<file path="src/rtl/csvtok_pkg.sv">
// ----------------------------------------------------------------------------
// CSV tokenizer package
// Shared types, character codes, result kinds and register indexes of the
// CSV field tokenizer.
// ----------------------------------------------------------------------------
package csvtok_pkg;

  // Result kinds.
  localparam logic [1:0] KIND_BYTE        = 2'd0;
  localparam logic [1:0] KIND_FIELD_END   = 2'd1;
  localparam logic [1:0] KIND_RECORD_END  = 2'd2;
  localparam logic [1:0] KIND_QUOTE_ERROR = 2'd3;

  // Configuration register indexes.
  localparam logic [1:0] REG_DELIMITER = 2'd0;
  localparam logic [1:0] REG_QUOTE     = 2'd1;
  localparam logic [1:0] REG_ESCAPE    = 2'd2;

  // Register reset values.
  localparam logic [7:0] DELIMITER_RESET = 8'd44;
  localparam logic [7:0] QUOTE_RESET     = 8'd34;
  localparam logic [7:0] ESCAPE_RESET    = 8'd92;

  // Control characters.
  localparam logic [7:0] CH_LF  = 8'h0A;
  localparam logic [7:0] CH_CR  = 8'h0D;
  localparam logic [7:0] CH_NUL = 8'h00;

  typedef struct packed {
    logic [7:0] delimiter_char;
    logic [7:0] quote_char;
    logic [7:0] escape_char;
  } tok_cfg_t;

  typedef struct packed {
    logic       inside_quotes;
    logic       at_field_start;
    logic       held_valid;
    logic [7:0] held_byte;
    logic       after_cr;
    logic       line_not_empty;
  } tok_state_t;

  localparam tok_state_t TOK_STATE_RESET = '{
    inside_quotes:  1'b0,
    at_field_start: 1'b1,
    held_valid:     1'b0,
    held_byte:      8'h00,
    after_cr:       1'b0,
    line_not_empty: 1'b0
  };

  typedef struct packed {
    logic [1:0] kind;
    logic [7:0] value;
    logic       last;
  } res_item_t;

  // Up to two results produced by one input beat.
  typedef struct packed {
    logic [1:0] count;
    res_item_t  item0;
    res_item_t  item1;
  } res_pair_t;

endpackage

</file>
<file path="src/rtl/csvtok_step.sv">
// ----------------------------------------------------------------------------
// CSV tokenizer step logic
// Combinational next-state and result logic for one input beat: line-end
// handling, quote and escape lookahead, delimiter detection.
// ----------------------------------------------------------------------------
module csvtok_step
  import csvtok_pkg::*;
(
  input  tok_cfg_t   cfg,
  input  tok_state_t st,
  input  logic [7:0] data_byte,
  input  logic       end_of_input,
  output tok_state_t state_next,
  output res_pair_t  res
);

  typedef struct packed {
    tok_state_t st;
    res_pair_t  res;
  } tok_ctx_t;

  // Append one result to the pair.
  function automatic tok_ctx_t push(tok_ctx_t c, logic [1:0] k, logic [7:0] v);
    tok_ctx_t r;
    r = c;
    if (c.res.count == 2'd0) begin
      r.res.item0.kind  = k;
      r.res.item0.value = v;
      r.res.count       = 2'd1;
    end else if (c.res.count == 2'd1) begin
      r.res.item1.kind  = k;
      r.res.item1.value = v;
      r.res.count       = 2'd2;
    end
    return r;
  endfunction

  // An ordinary byte: delimiter outside quotes ends the field.
  function automatic tok_ctx_t plain_byte(tok_ctx_t c, tok_cfg_t g, logic [7:0] b);
    tok_ctx_t r;
    r = c;
    r.st.at_field_start = 1'b0;
    if (b == g.delimiter_char && !c.st.inside_quotes) begin
      r = push(r, KIND_FIELD_END, 8'h00);
      r.st.at_field_start = 1'b1;
    end else begin
      r = push(r, KIND_BYTE, b);
    end
    return r;
  endfunction

  // A quote not followed by another quote.
  function automatic tok_ctx_t lone_quote(tok_ctx_t c, logic [7:0] q);
    tok_ctx_t r;
    r = c;
    if (c.st.inside_quotes) begin
      r.st.inside_quotes = 1'b0;
    end else if (c.st.at_field_start) begin
      r.st.inside_quotes = 1'b1;
    end else begin
      r = push(r, KIND_BYTE, q);
    end
    return r;
  endfunction

  // A byte with nothing held: quote and escape bytes wait for lookahead.
  function automatic tok_ctx_t fresh_byte(tok_ctx_t c, tok_cfg_t g, logic [7:0] b);
    tok_ctx_t r;
    logic     esc_on;
    r      = c;
    esc_on = (g.quote_char != g.escape_char);
    if ((esc_on && b == g.escape_char) || b == g.quote_char) begin
      r.st.held_byte  = b;
      r.st.held_valid = 1'b1;
    end else begin
      r = plain_byte(r, g, b);
    end
    return r;
  endfunction

  // Settle a held byte when the line or the stream ends.
  function automatic tok_ctx_t resolve_held(tok_ctx_t c, tok_cfg_t g);
    tok_ctx_t r;
    r = c;
    if (c.st.held_valid) begin
      r.st.held_valid = 1'b0;
      if (c.st.held_byte == g.quote_char) begin
        r = lone_quote(r, c.st.held_byte);
      end else begin
        r = plain_byte(r, g, c.st.held_byte);
      end
    end
    return r;
  endfunction

  // A content byte of the line, resolved against any held byte.
  function automatic tok_ctx_t content_byte(tok_ctx_t c, tok_cfg_t g, logic [7:0] b);
    tok_ctx_t   r;
    logic [7:0] h;
    logic       esc_on;
    r      = c;
    h      = c.st.held_byte;
    esc_on = (g.quote_char != g.escape_char);
    r.st.line_not_empty = 1'b1;
    if (!c.st.held_valid) begin
      r = fresh_byte(r, g, b);
    end else begin
      r.st.held_valid = 1'b0;
      if (esc_on && h == g.escape_char) begin
        r = push(r, KIND_BYTE, b);
      end else if (h == g.quote_char && b == g.quote_char) begin
        if (c.st.inside_quotes) begin
          r = push(r, KIND_BYTE, b);
        end else begin
          r.st.inside_quotes = 1'b1;
          r.st.held_byte     = b;
          r.st.held_valid    = 1'b1;
        end
      end else if (h == g.quote_char) begin
        r = lone_quote(r, h);
        r = fresh_byte(r, g, b);
      end else begin
        r = plain_byte(r, g, h);
        r = fresh_byte(r, g, b);
      end
    end
    return r;
  endfunction

  // Top-level decode of one beat.
  always_comb begin
    tok_ctx_t c;
    c     = '0;
    c.st  = st;
    if (end_of_input) begin
      c = resolve_held(c, cfg);
      if (c.st.inside_quotes) begin
        c = push(c, KIND_QUOTE_ERROR, 8'h00);
      end else if (c.st.line_not_empty) begin
        c = push(c, KIND_RECORD_END, 8'h00);
      end
      c.st = TOK_STATE_RESET;
    end else if (data_byte == CH_NUL) begin
      c.st.after_cr = 1'b0;
    end else if (data_byte == CH_LF && st.after_cr) begin
      c.st.after_cr = 1'b0;
    end else if (data_byte == CH_LF || data_byte == CH_CR) begin
      c = resolve_held(c, cfg);
      if (c.st.inside_quotes) begin
        c = push(c, KIND_BYTE, CH_LF);
      end else begin
        c = push(c, KIND_RECORD_END, 8'h00);
      end
      c.st.at_field_start = 1'b1;
      c.st.line_not_empty = 1'b0;
      c.st.after_cr       = (data_byte == CH_CR);
    end else begin
      c.st.after_cr = 1'b0;
      c = content_byte(c, cfg, data_byte);
    end
    // Mark the final result of this beat.
    if (c.res.count == 2'd1) begin
      c.res.item0.last = 1'b1;
    end
    if (c.res.count == 2'd2) begin
      c.res.item1.last = 1'b1;
    end
    state_next = c.st;
    res        = c.res;
  end

endmodule

</file>
<file path="src/rtl/csvtok_queue.sv">
// ----------------------------------------------------------------------------
// CSV tokenizer result queue
// Small register FIFO that takes up to two results per cycle and hands one
// result per cycle to the output channel whenever it pops.
// ----------------------------------------------------------------------------
module csvtok_queue
  import csvtok_pkg::*;
#(
  parameter int DEPTH = 4,
  localparam int PW = $clog2(DEPTH),
  localparam int CW = $clog2(DEPTH + 1)
) (
  input  logic          clk,
  input  logic          rst,
  input  logic [1:0]    push_count,
  input  res_item_t     push_item0,
  input  res_item_t     push_item1,
  input  logic          pop,
  output res_item_t     head,
  output logic [CW-1:0] count
);

  res_item_t         mem [DEPTH];
  logic [PW-1:0]     rd_ptr;
  logic [PW-1:0]     wr_ptr;
  logic [PW-1:0]     wr_ptr_next;
  logic [PW-1:0]     wr_ptr_inc;
  logic [CW-1:0]     count_next;

  function automatic logic [PW-1:0] next_ptr(logic [PW-1:0] p);
    return (p == PW'(DEPTH - 1)) ? '0 : p + 1'b1;
  endfunction

  assign wr_ptr_inc = next_ptr(wr_ptr);

  // Write pointer advance by the number of results pushed.
  always_comb begin
    unique case (push_count)
      2'd1:    wr_ptr_next = wr_ptr_inc;
      2'd2:    wr_ptr_next = next_ptr(wr_ptr_inc);
      default: wr_ptr_next = wr_ptr;
    endcase
  end

  assign count_next = count + CW'(push_count) - CW'(pop);

  // Storage writes.
  always_ff @(posedge clk) begin
    if (push_count != 2'd0) begin
      mem[wr_ptr] <= push_item0;
    end
    if (push_count == 2'd2) begin
      mem[wr_ptr_inc] <= push_item1;
    end
  end

  // Pointers and fill count.
  always_ff @(posedge clk) begin
    if (rst) begin
      rd_ptr <= '0;
      wr_ptr <= '0;
      count  <= '0;
    end else begin
      wr_ptr <= wr_ptr_next;
      count  <= count_next;
      if (pop) begin
        rd_ptr <= next_ptr(rd_ptr);
      end
    end
  end

  assign head = mem[rd_ptr];

endmodule

</file>
<file path="src/rtl/csv_field_tokenizer_core.sv">
// ----------------------------------------------------------------------------
// CSV field tokenizer core
// Splits a raw byte stream into field bytes, field ends and record ends.
// ----------------------------------------------------------------------------
// Usage:
//   Input beats carry one raw byte (data_byte) or an end-of-input marker
//   (end_of_input). Output beats carry one result: kind, value and last,
//   where last flags the final result caused by one input beat. Both
//   channels use valid/stall; a beat moves when valid is high and stall low.
//   The configuration channel writes delimiter, quote and escape bytes by
//   index; it is always ready. The user must write it only while the
//   block is idle; the block does not enforce this. One input beat is
//   taken every cycle while in_stall is low. An accepted beat is held in
//   the input register, decoded by the step logic once the queue has room
//   for two results and written into the result queue. A beat makes zero,
//   one or two results; the output side drains one per cycle while
//   out_stall is low, so the sustained input rate is one per cycle as long
//   as the results per beat average at most one. in_stall rises when the
//   queue lacks room for two more results and the input register is full;
//   a stalled receiver therefore backs up into the input channel. Reset
//   clears the tokenizer state, empties the queue and restores the default
//   delimiter, quote and escape bytes.
// ----------------------------------------------------------------------------
module csv_field_tokenizer_core
  import csvtok_pkg::*;
#(
  parameter int QUEUE_DEPTH = 4
) (
  input  logic       clk,
  input  logic       rst,
  // Input channel.
  input  logic       in_valid,
  output logic       in_stall,
  input  logic [7:0] data_byte,
  input  logic       end_of_input,
  // Output channel.
  output logic       out_valid,
  input  logic       out_stall,
  output logic [1:0] kind,
  output logic [7:0] value,
  output logic       last,
  // Configuration channel.
  input  logic       cfg_valid,
  output logic       cfg_ready,
  input  logic [1:0] cfg_index,
  input  logic [7:0] cfg_data
);

  localparam int CW = $clog2(QUEUE_DEPTH + 1);

  tok_cfg_t        cfg;
  tok_state_t      st;
  tok_state_t      state_next;
  res_pair_t       step_res;
  res_item_t       head;
  logic [CW-1:0]   q_count;

  logic            in_full;
  logic [7:0]      in_byte;
  logic            in_eoi;
  logic            in_accept;
  logic            proc_go;
  logic            pop;
  logic [1:0]      push_count;

  // Configuration registers.
  assign cfg_ready = 1'b1;

  always_ff @(posedge clk) begin
    if (rst) begin
      cfg.delimiter_char <= DELIMITER_RESET;
      cfg.quote_char     <= QUOTE_RESET;
      cfg.escape_char    <= ESCAPE_RESET;
    end else if (cfg_valid && cfg_ready) begin
      unique case (cfg_index)
        REG_DELIMITER: cfg.delimiter_char <= cfg_data;
        REG_QUOTE:     cfg.quote_char     <= cfg_data;
        REG_ESCAPE:    cfg.escape_char    <= cfg_data;
        default: ;
      endcase
    end
  end

  // The input register is decoded once the queue has room for two results.
  assign proc_go   = in_full && (q_count <= CW'(QUEUE_DEPTH - 2));
  assign in_stall  = in_full && !proc_go;
  assign in_accept = in_valid && !in_stall;

  always_ff @(posedge clk) begin
    if (rst) begin
      in_full <= 1'b0;
    end else if (in_accept) begin
      in_full <= 1'b1;
    end else if (proc_go) begin
      in_full <= 1'b0;
    end
  end

  always_ff @(posedge clk) begin
    if (in_accept) begin
      in_byte <= data_byte;
      in_eoi  <= end_of_input;
    end
  end

  // Tokenizer state advances once per decoded beat.
  always_ff @(posedge clk) begin
    if (rst) begin
      st <= TOK_STATE_RESET;
    end else if (proc_go) begin
      st <= state_next;
    end
  end

  csvtok_step u_step (
    .cfg          (cfg),
    .st           (st),
    .data_byte    (in_byte),
    .end_of_input (in_eoi),
    .state_next   (state_next),
    .res          (step_res)
  );

  assign push_count = proc_go ? step_res.count : 2'd0;
  assign pop        = out_valid && !out_stall;

  csvtok_queue #(
    .DEPTH (QUEUE_DEPTH)
  ) u_queue (
    .clk        (clk),
    .rst        (rst),
    .push_count (push_count),
    .push_item0 (step_res.item0),
    .push_item1 (step_res.item1),
    .pop        (pop),
    .head       (head),
    .count      (q_count)
  );

  // Output beat.
  assign out_valid = (q_count != '0);
  assign kind      = head.kind;
  assign value     = head.value;
  assign last      = head.last;

  // End of input always returns the tokenizer to its reset state.
  assert property (@(posedge clk) disable iff (rst)
    proc_go && in_eoi |=> st == TOK_STATE_RESET)
    else $error("tokenizer state not cleared after end of input");

  // The step logic never yields more than two results.
  assert property (@(posedge clk) disable iff (rst)
    proc_go |-> step_res.count != 2'd3)
    else $error("step produced an impossible result count");

  // The queue never overfills.
  assert property (@(posedge clk) disable iff (rst)
    q_count <= CW'(QUEUE_DEPTH))
    else $error("result queue overflow");

  // No output appears without a decoded beat to cause it.
  assert property (@(posedge clk) disable iff (rst)
    !proc_go && q_count == '0 |=> !out_valid)
    else $error("output valid without a pending result");

endmodule

</file>
<file path="config.mk">
export PLATFORM = sky130hd
export DESIGN_NAME = csv_field_tokenizer_core
export DESIGN_NICKNAME = d
export VERILOG_FILES = /design/src/rtl/csvtok_pkg.sv /design/src/rtl/csvtok_step.sv /design/src/rtl/csvtok_queue.sv /design/src/rtl/csv_field_tokenizer_core.sv
export SDC_FILE = /design/constraint.sdc
export NUM_CORES = 1
export LEC_CHECK = 0
export ABC_AREA = 1
export BUFFER_PORTS_ARGS = -buffer_cell sky130_fd_sc_hd__buf_2
export CAP_MARGIN = 20
export CORE_ASPECT_RATIO = 0.6
export CORE_MARGIN = 2
export CORE_UTILIZATION = 40
export CTS_BUF_LIST = sky130_fd_sc_hd__clkbuf_4
export CTS_CLUSTER_SIZE = 25
export DETAILED_ROUTE_END_ITERATION = 7
export GPL_ROUTABILITY_DRIVEN = 0
export SLEW_MARGIN = 20
export SYNTH_ARGS = -nofsm -noshare
export SYNTH_HDL_FRONTEND = slang
export SYNTH_SLANG_ARGS = --single-unit
</file>
<file path="constraint.sdc">
create_clock -name clk -period 3.4 [get_ports clk]
set_input_delay 0.51 -clock clk [delete_from_list [all_inputs] [get_ports clk]]
set_output_delay 0.51 -clock clk [all_outputs]
set_load 0.1 [all_outputs]
</file>
==> results of run 1 <==
cell usage after synthesis, types with 2 or more instances:
cell type,number,area share (%)
sky130_fd_sc_hd__inv_2,21,1.1
sky130_fd_sc_hd__clkbuf_1,26,1.4
sky130_fd_sc_hd__a21oi_2,2,0.25
sky130_fd_sc_hd__nand2_1,428,23
sky130_fd_sc_hd__o21ai_1,13,0.91
sky130_fd_sc_hd__nor2_1,95,5.0
sky130_fd_sc_hd__nor2_2,7,0.61
sky130_fd_sc_hd__buf_6,3,0.47
sky130_fd_sc_hd__buf_2,9,0.63
sky130_fd_sc_hd__xor2_1,8,0.98
sky130_fd_sc_hd__o22ai_2,2,0.35
sky130_fd_sc_hd__nor4_4,2,0.60
sky130_fd_sc_hd__nand3_2,3,0.42
sky130_fd_sc_hd__inv_1,84,4.4
sky130_fd_sc_hd__nand3b_1,4,0.42
sky130_fd_sc_hd__nand3_1,48,3.4
sky130_fd_sc_hd__o21ai_0,58,4.1
sky130_fd_sc_hd__buf_4,10,1.1
sky130_fd_sc_hd__nand2_4,2,0.32
sky130_fd_sc_hd__nor3_1,4,0.28
sky130_fd_sc_hd__nand4_1,17,1.5
sky130_fd_sc_hd__nand2_2,14,1.2
sky130_fd_sc_hd__a21oi_1,54,3.8
sky130_fd_sc_hd__o21bai_1,7,0.74
sky130_fd_sc_hd__edfxtp_1,53,22
sky130_fd_sc_hd__xnor2_1,11,1.4
sky130_fd_sc_hd__o22ai_1,12,1.1
sky130_fd_sc_hd__ha_1,14,2.5
sky130_fd_sc_hd__o211ai_1,11,1.2
sky130_fd_sc_hd__dfxtp_1,47,13
sky130_fd_sc_hd__nor2_4,2,0.32
cell type report:
cell class	count	area (um2)
fillers	1791	9230
multi-input cells	827	4030
flip-flops and latches	100	2540
repair buffers	94	661
inverters	106	407
well taps	234	293
clock buffers	9	67.6
clock inverters	7	67.6
repair inverters	2	15.0
worst max-delay path, stage by stage (launching register included):
cell and delay, ps:
sky130_fd_sc_hd__dfxtp_1 470, sky130_fd_sc_hd__inv_2 130, sky130_fd_sc_hd__nand2_1 80, sky130_fd_sc_hd__nand2_1 90
sky130_fd_sc_hd__nor2_1 110, sky130_fd_sc_hd__nand2_1 130, sky130_fd_sc_hd__nor2_8 160, sky130_fd_sc_hd__nand2_2 110
sky130_fd_sc_hd__nand2_4 110, sky130_fd_sc_hd__ha_1 240, sky130_fd_sc_hd__inv_1 50, sky130_fd_sc_hd__nor2_1 40
sky130_fd_sc_hd__o21ai_1 150, sky130_fd_sc_hd__inv_2 80, sky130_fd_sc_hd__nand2_2 100, sky130_fd_sc_hd__nand2_2 90
sky130_fd_sc_hd__ha_1 270, sky130_fd_sc_hd__buf_4 170, sky130_fd_sc_hd__o21ai_2 180, sky130_fd_sc_hd__buf_12 160
registers in the layout, summed over array words and instances, names as in the netlist, named ones only:
| name | flops |
|---|---|
| u_queue.mem | 44 |
| cfg | 24 |
| st | 13 |
| in_byte | 8 |
| u_queue.count | 3 |
| u_queue.rd_ptr | 2 |
| u_queue.wr_ptr | 2 |
| in_eoi | 1 |
| in_full | 1 |
what timing repair did:
item,in CTS,in global routing
buffers inserted,2,7
endpoints found under the setup margin,41,90
pin swaps,0,4
resized for setup,6,22
gates cloned,0,2
path summary, 6_finish.rpt:
check	endpoint	slack [ps]	start	depth (start not counted)
min reg2reg	st[8]	530	st[8]	2
max reg2reg	u_queue.mem[3][1]	190	st[2]	19
max	u_queue.mem[3][1]	190	st[2]	19
min	in_byte[1]	180	data_byte[1]	1
power groups by stage:
stage	Combinational, W	Sequential (W)	Clock, W
2_1_floorplan	0.00142	0.00147	0
3_3_place_gp	0.00176	0.00150	0
3_5_place_dp	0.00177	0.00151	0
4_1_cts	0.00178	0.00148	0.000672
5_1_grt	0.00198	0.00149	0.000719
6_report	0.00183	0.00148	0.000658
layer usage:
layer | global-route usage, % | share of wire (%) | up-vias
met5 | 0 | 0 | -
met3 | 7.59 | 12 | 19
met2 | 32.6 | 36 | 335
met4 | 3.66 | 0.65 | 0
met1 | 39.2 | 51 | 3326
li1 | - | - | 3587
per-stage QoR:
stage / hold slack [ps] / area, um2 / power (W) / std cells
3_5_place_dp: 511 / 7770 / 0.00328 / 1352
6_report: 177 / 8080 / 0.00396 / 1379
3_3_place_gp: 503 / 7770 / 0.00327 / 1352
5_1_grt: 145 / 8080 / 0.00419 / 1379
4_1_cts: 159 / 7940 / 0.00393 / 1370
2_1_floorplan: 464 / 7140 / 0.00289 / 1081
logic make-up (layout without fill, tap and decap cells):
group / after synthesis / count (layout)
AOI/OAI and AO/OA: 161 / 161
xor gates and xnor gates: 19 / 19
adders and majority gates: 15 / 15
buffers and inverters: 154 / 218
DFF: 100 / 100
other: 1 / 1
and+or+nand+nor: 631 / 631
==> flow_summary.rst, run 1 <==
.. list-table::
   :header-rows: 1

   * - Metric
     - Value
   * - Result of the run
     - finished clean
   * - Setup WS post-layout
     - 188 ps
   * - Clk pwr share
     - 16.6%
   * - Total length of routed wires
     - 22800 um
   * - Count of boundary I/O pins
     - 38
   * - Type of element capturing the critical path
     - register
   * - CP arrival
     - 3430 ps
   * - Relative slew margins
     - 38.9%
   * - Synthesized netlist cell count
     - 1081
   * - Sw Share
     - 49.7%
   * - LEAKAGE
     - 3.78 nW
   * - Average instance area after synthesis
     - 6.60 um2
   * - Combinational group share of total power
     - 46.1%
   * - Worst-path fanout max
     - 11
   * - Post-synthesis cell type count
     - 41
   * - Antenna-violating nets left
     - 0
   * - Cell Rows
     - 37
   * - Final Core Density
     - 46.7%
   * - CTS Sinks
     - 100
   * - Antenna violations before repair
     - 0
   * - Critical Path Start Type
     - register
   * - Clock Skew
     - 26.7 ps
   * - Vertical extent of the die
     - 107 um
   * - Mapped Nets
     - 1120
   * - Yosys warning count
     - 0
   * - Share of cells above drive strength 1
     - 16.9%
   * - Highest-count cells in the layout ignoring fill and taps
     - sky130_fd_sc_hd__nand2_1 (424), sky130_fd_sc_hd__nor2_1 (92), sky130_fd_sc_hd__inv_1 (81)
   * - Synthesized-area fraction occupied by adder cells
     - 2.74%
   * - Max VDD drop
     - 0.000593 V
   * - Count of routing violations after the opening detailed-route iteration
     - 793
   * - Maximum number of pins on one net before global-route repair
     - 31
   * - Area fraction in and, or, nand and nor cells after synthesis
     - 37.6%
   * - FMAX
     - 311 MHz
   * - Synthesized-area fraction occupied by ao, oa, aoi and oai cells
     - 12.6%
   * - Minimum period implied by the final worst setup slack
     - 3210 ps
   * - Initial cell density of the core
     - 41.2%
   * - Total standard cell area after synthesis
     - 7130 um2
   * - Global-route wire length before repair
     - 36300 um
   * - Wire length per cell
     - 16.6 um
   * - Vias in the first global route
     - 6599
   * - Detailed-route DRC error count
     - 0
   * - Largest family of logic cells by synthesized area
     - simple AND/OR/NAND/NOR gates
   * - Buffer cell driving the clock tree root
     - sky130_fd_sc_hd__clkbuf_4
   * - Critical path type
     - reg2reg
   * - Sequential share of power
     - 37.3%
   * - Worst-Margin Slew
     - 915 ps
   * - Layout area overhead
     - 13.4%
   * - Antenna cells
     - 0
   * - Setup repair after global routing missed its margin
     - false
   * - Post-placement worst setup slack
     - -52.6 ps
   * - Most common cell after layout, fill and taps aside
     - sky130_fd_sc_hd__nand2_1
   * - Fraction of the cycle the final worst path needs
     - 94.5%
   * - Number of hold buffers added after cts
     - 0
   * - Global routing usage summed across all routing layers
     - 24.8%
   * - Source-to-sink clock delay at the later pin of the worst-skew pair
     - 500 ps
   * - Async set-or-reset flop fraction in the synthesized netlist
     - 0%
   * - Clock tree buffer depth
     - 2
   * - Quantity of I/O buffers inserted on ports
     - 36
   * - Post-Synth XOR/XNOR Area
     - 2.33%
   * - Hpwl dp
     - 17500 um
   * - Clock buffer count from CTS
     - 9
   * - Count of flip-flops with a built-in enable after synthesis
     - 53
   * - Number of endpoints failing setup at the final stage
     - 0
   * - X dimension of the die
     - 176 um
   * - Number of nets in the finished design
     - 1179
   * - Deepest level of the CTS H-tree
     - 3
   * - Total Neg Setup Slack
     - 0 ps
   * - Sum of overflow across all layers after global routing
     - 0
   * - Core area
     - 17300 um2
   * - Most used flip-flop cell after synthesis
     - sky130_fd_sc_hd__edfxtp_1
   * - Pwr dens
     - 490 nW/um2
   * - Count of maximum capacitance violations
     - 0
   * - Via density per instance
     - 5.27
   * - Class of the most critical hold timing path
     - in2reg
   * - Flip-flop and latch count after synthesis
     - 100
   * - Number of detailed-routing iterations run before antenna repair
     - 5
   * - Via count of the routed design
     - 7267
   * - Net switching power
     - 0.00197 W
   * - CP required
     - 3620 ps
   * - Multiplexer area fraction after synthesis
     - 0%
   * - Number of endpoints with negative hold slack in the final report
     - 0
   * - TritonCTS clock tree
     - done
   * - Clock-pin slew reported for the worst setup and hold paths after clock tree synthesis
     - 180 ps
   * - Internal power component
     - 0.00199 W
   * - Max Slew Vio Count
     - 0
   * - Sequential cell area fraction in the yosys report
     - 35.5%
   * - Die footprint
     - 18900 um2
Power figures use the tool's default switching activity.
==> run 2: changes to the inputs <==
Clock period 3.4 ns to 3.97 ns, I/O delays scaled along.
==> flow_summary.rst, run 2 (synthesis gave the netlist of run 1 again) <==
.. list-table::
   :header-rows: 1

   * - Metric
     - Value
   * - Buf+Inv Stages, Crit Path
     - 4
   * - Antenna cells
     - 0
   * - Worst-Margin Slew
     - 955 ps
   * - Pwr dens
     - 435 nW/um2
   * - Antenna-violating nets left
     - 0
   * - Number of detailed-routing iterations run before antenna repair
     - 6
   * - FMAX
     - 273 MHz
   * - Worst-path fanout max
     - 12
   * - Critical path type
     - reg2reg
   * - Clock-pin slew reported for the worst setup and hold paths after clock tree synthesis
     - 170 ps
   * - Global-route wire length before repair
     - 35900 um
   * - Kind of cell with the highest combined delay on the critical path
     - simple AND/OR/NAND/NOR gates
   * - Critical Path Start Type
     - register
   * - Type of element capturing the critical path
     - register
   * - Flip-flop count of the largest register, all copies and words added
     - 44
   * - Cell chain of the critical path
     - inv_2 > nand4_2 > nor3_1 > nand2_1 > nand2_1 > inv_1 > nor2_1 > nand2_1 > o21ai_1 > inv_2 > nand2_2 > nand2_1 > ha_1 > nand2_1 > clkinvlp_4 > nand4_1 > nand2_1
   * - Wire length per cell
     - 17.2 um
   * - Via density per instance
     - 5.27
   * - Share of cells above drive strength 1
     - 14.1%
   * - Core area
     - 17300 um2
   * - Cell repeated most along the worst path
     - sky130_fd_sc_hd__nand2_1
   * - Placed instance count
     - 1332
   * - Quantity of I/O buffers inserted on ports
     - 36
   * - Largest reg by FF count
     - u_queue.mem
   * - Highest-count cells in the layout ignoring fill and taps
     - sky130_fd_sc_hd__nand2_1 (428), sky130_fd_sc_hd__nor2_1 (95), sky130_fd_sc_hd__inv_1 (80)
   * - Detailed-route DRC error count
     - 0
   * - Total length of routed wires
     - 23300 um
   * - Result of the run
     - finished clean
   * - Class of the most critical hold timing path
     - in2reg
   * - Relative slew margins
     - 36.1%
   * - Deepest level of the CTS H-tree
     - 3
   * - Clock buffer count from CTS
     - 9
   * - CP required
     - 4210 ps
   * - Initial cell density of the core
     - 41.2%
   * - Worst R2R Setup Slack
     - 310 ps
   * - Worst-case hold path end point
     - in_byte[0]
   * - Sum of overflow across all layers after global routing
     - 0
   * - Source of the worst hold timing path
     - data_byte[0]
   * - Count of routing violations after the opening detailed-route iteration
     - 927
   * - Hold Path Cell Cnt
     - 1
   * - Clock Skew
     - 32.7 ps
   * - Hpwl dp
     - 17900 um
   * - Cell Rows
     - 37
   * - Regs by FF count
     - u_queue.mem: 44 flops, cfg: 24 flops, st: 13 flops
   * - TritonCTS clock tree
     - done
   * - Clock tree buffer depth
     - 2
   * - X dimension of the die
     - 176 um
   * - Number of endpoints with negative hold slack in the final report
     - 0
   * - Total Power
     - 0.00339 W
   * - Count of boundary I/O pins
     - 38
   * - Maximum number of pins on one net before global-route repair
     - 31
   * - Die footprint
     - 18900 um2
   * - LEAKAGE
     - 3.61 nW
   * - Vertical extent of the die
     - 107 um
   * - Source-to-sink clock delay at the later pin of the worst-skew pair
     - 490 ps
   * - Antenna violations before repair
     - 0
   * - Max Slew Vio Count
     - 0
   * - Number of endpoints failing setup at the final stage
     - 0
   * - Count of maximum capacitance violations
     - 0
   * - Most common cell after layout, fill and taps aside
     - sky130_fd_sc_hd__nand2_1
   * - Post-layout instance count excluding filler cells
     - 1355
   * - CP arrival
     - 3900 ps
   * - CTS Sinks
     - 100
   * - Number of hold buffers added after cts
     - 0
   * - Via count of the routed design
     - 7138
   * - Vias in the first global route
     - 6204
   * - Largest stage delay on the critical path
     - 600 ps
   * - Library cell contributing the largest single delay on the critical path
     - sky130_fd_sc_hd__edfxtp_1
   * - Max VDD drop
     - 0.000354 V
   * - Buffer cell driving the clock tree root
     - sky130_fd_sc_hd__clkbuf_4
   * - Number of nets in the finished design
     - 1155
   * - Fraction of the cycle the final worst path needs
     - 92.2%
   * - Layout area overhead
     - 9.30%
   * - Minimum period implied by the final worst setup slack
     - 3660 ps
   * - Reg2reg start
     - in_byte[4]
   * - Number of cells traversed by the worst register-to-register path
     - 17
   * - Endpoint of the lowest-slack register-to-register path
     - u_queue.mem[1][0]
   * - Worst-case hold slack
     - 285 ps
   * - Global routing usage summed across all routing layers
     - 25.0%
==> run 2: timing repair <==
action,in CTS,in global routing
buffers inserted,0,7
hold endpoints to repair,0,0
endpoints found under the setup margin,0,88
gates resized for setup,0,11
==> run 2: per-layer routing <==
layer  wire, um  global-route usage [%]  share of wire (%)
met5          0                       0                  0
met4        173                    4.01               0.74
met3       3370                    9.68                 14
met2       8160                    30.2                 35
met1      11600                    40.3                 50
==> run 2: how the worst max path moves through the flow <==
| stage | start | endpoint | slack (ps) | cells past startpoint |
|---|---|---|---|---|
| 3_3_place_gp | in_byte[5] | u_queue.mem[0][10] | 450 | 19 |
| 3_5_place_dp | in_byte[3] | u_queue.mem[0][10] | 300 | 19 |
| 4_1_cts | in_byte[3] | u_queue.mem[0][10] | 260 | 19 |
| 2_1_floorplan | in_byte[3] | u_queue.mem[3][0] | 360 | 19 |
| 6_report | in_byte[4] | u_queue.mem[1][0] | 310 | 17 |
| 5_1_grt | in_byte[0] | u_queue.mem[1][0] | -7 | 22 |
==> run 2: stage by stage <==
step	worst slack [ps]	setup TNS, ps	cell area [um2]	util (%)
final	308	0	7790	45.0
after global placement	452	0	7570	43.7
after CTS	265	0	7720	44.6
after detailed placement	300	0	7570	43.7
after global routing	-7.08	-7.08	7790	45.0
after floorplan	357	0	7130	-
==> run 2: layout make-up <==
| class | instances | area [um2] |
|---|---|---|
| multi-input combinational | 827 | 3950 |
| sequential | 100 | 2540 |
| clock inverter | 7 | 83.8 |
| timing repair buffer | 72 | 450 |
| inverter | 106 | 410 |
| fill | 1820 | 9520 |
| tap | 234 | 293 |
| clock buffer | 9 | 67.6 |
==> run 2: power breakdown <==
part           leakage [nW]  switching [W]  internal, W
combinational          2.65        0.00117     0.000334
clock                0.0795       0.000405     0.000205
sequential            0.881      0.0000885      0.00119
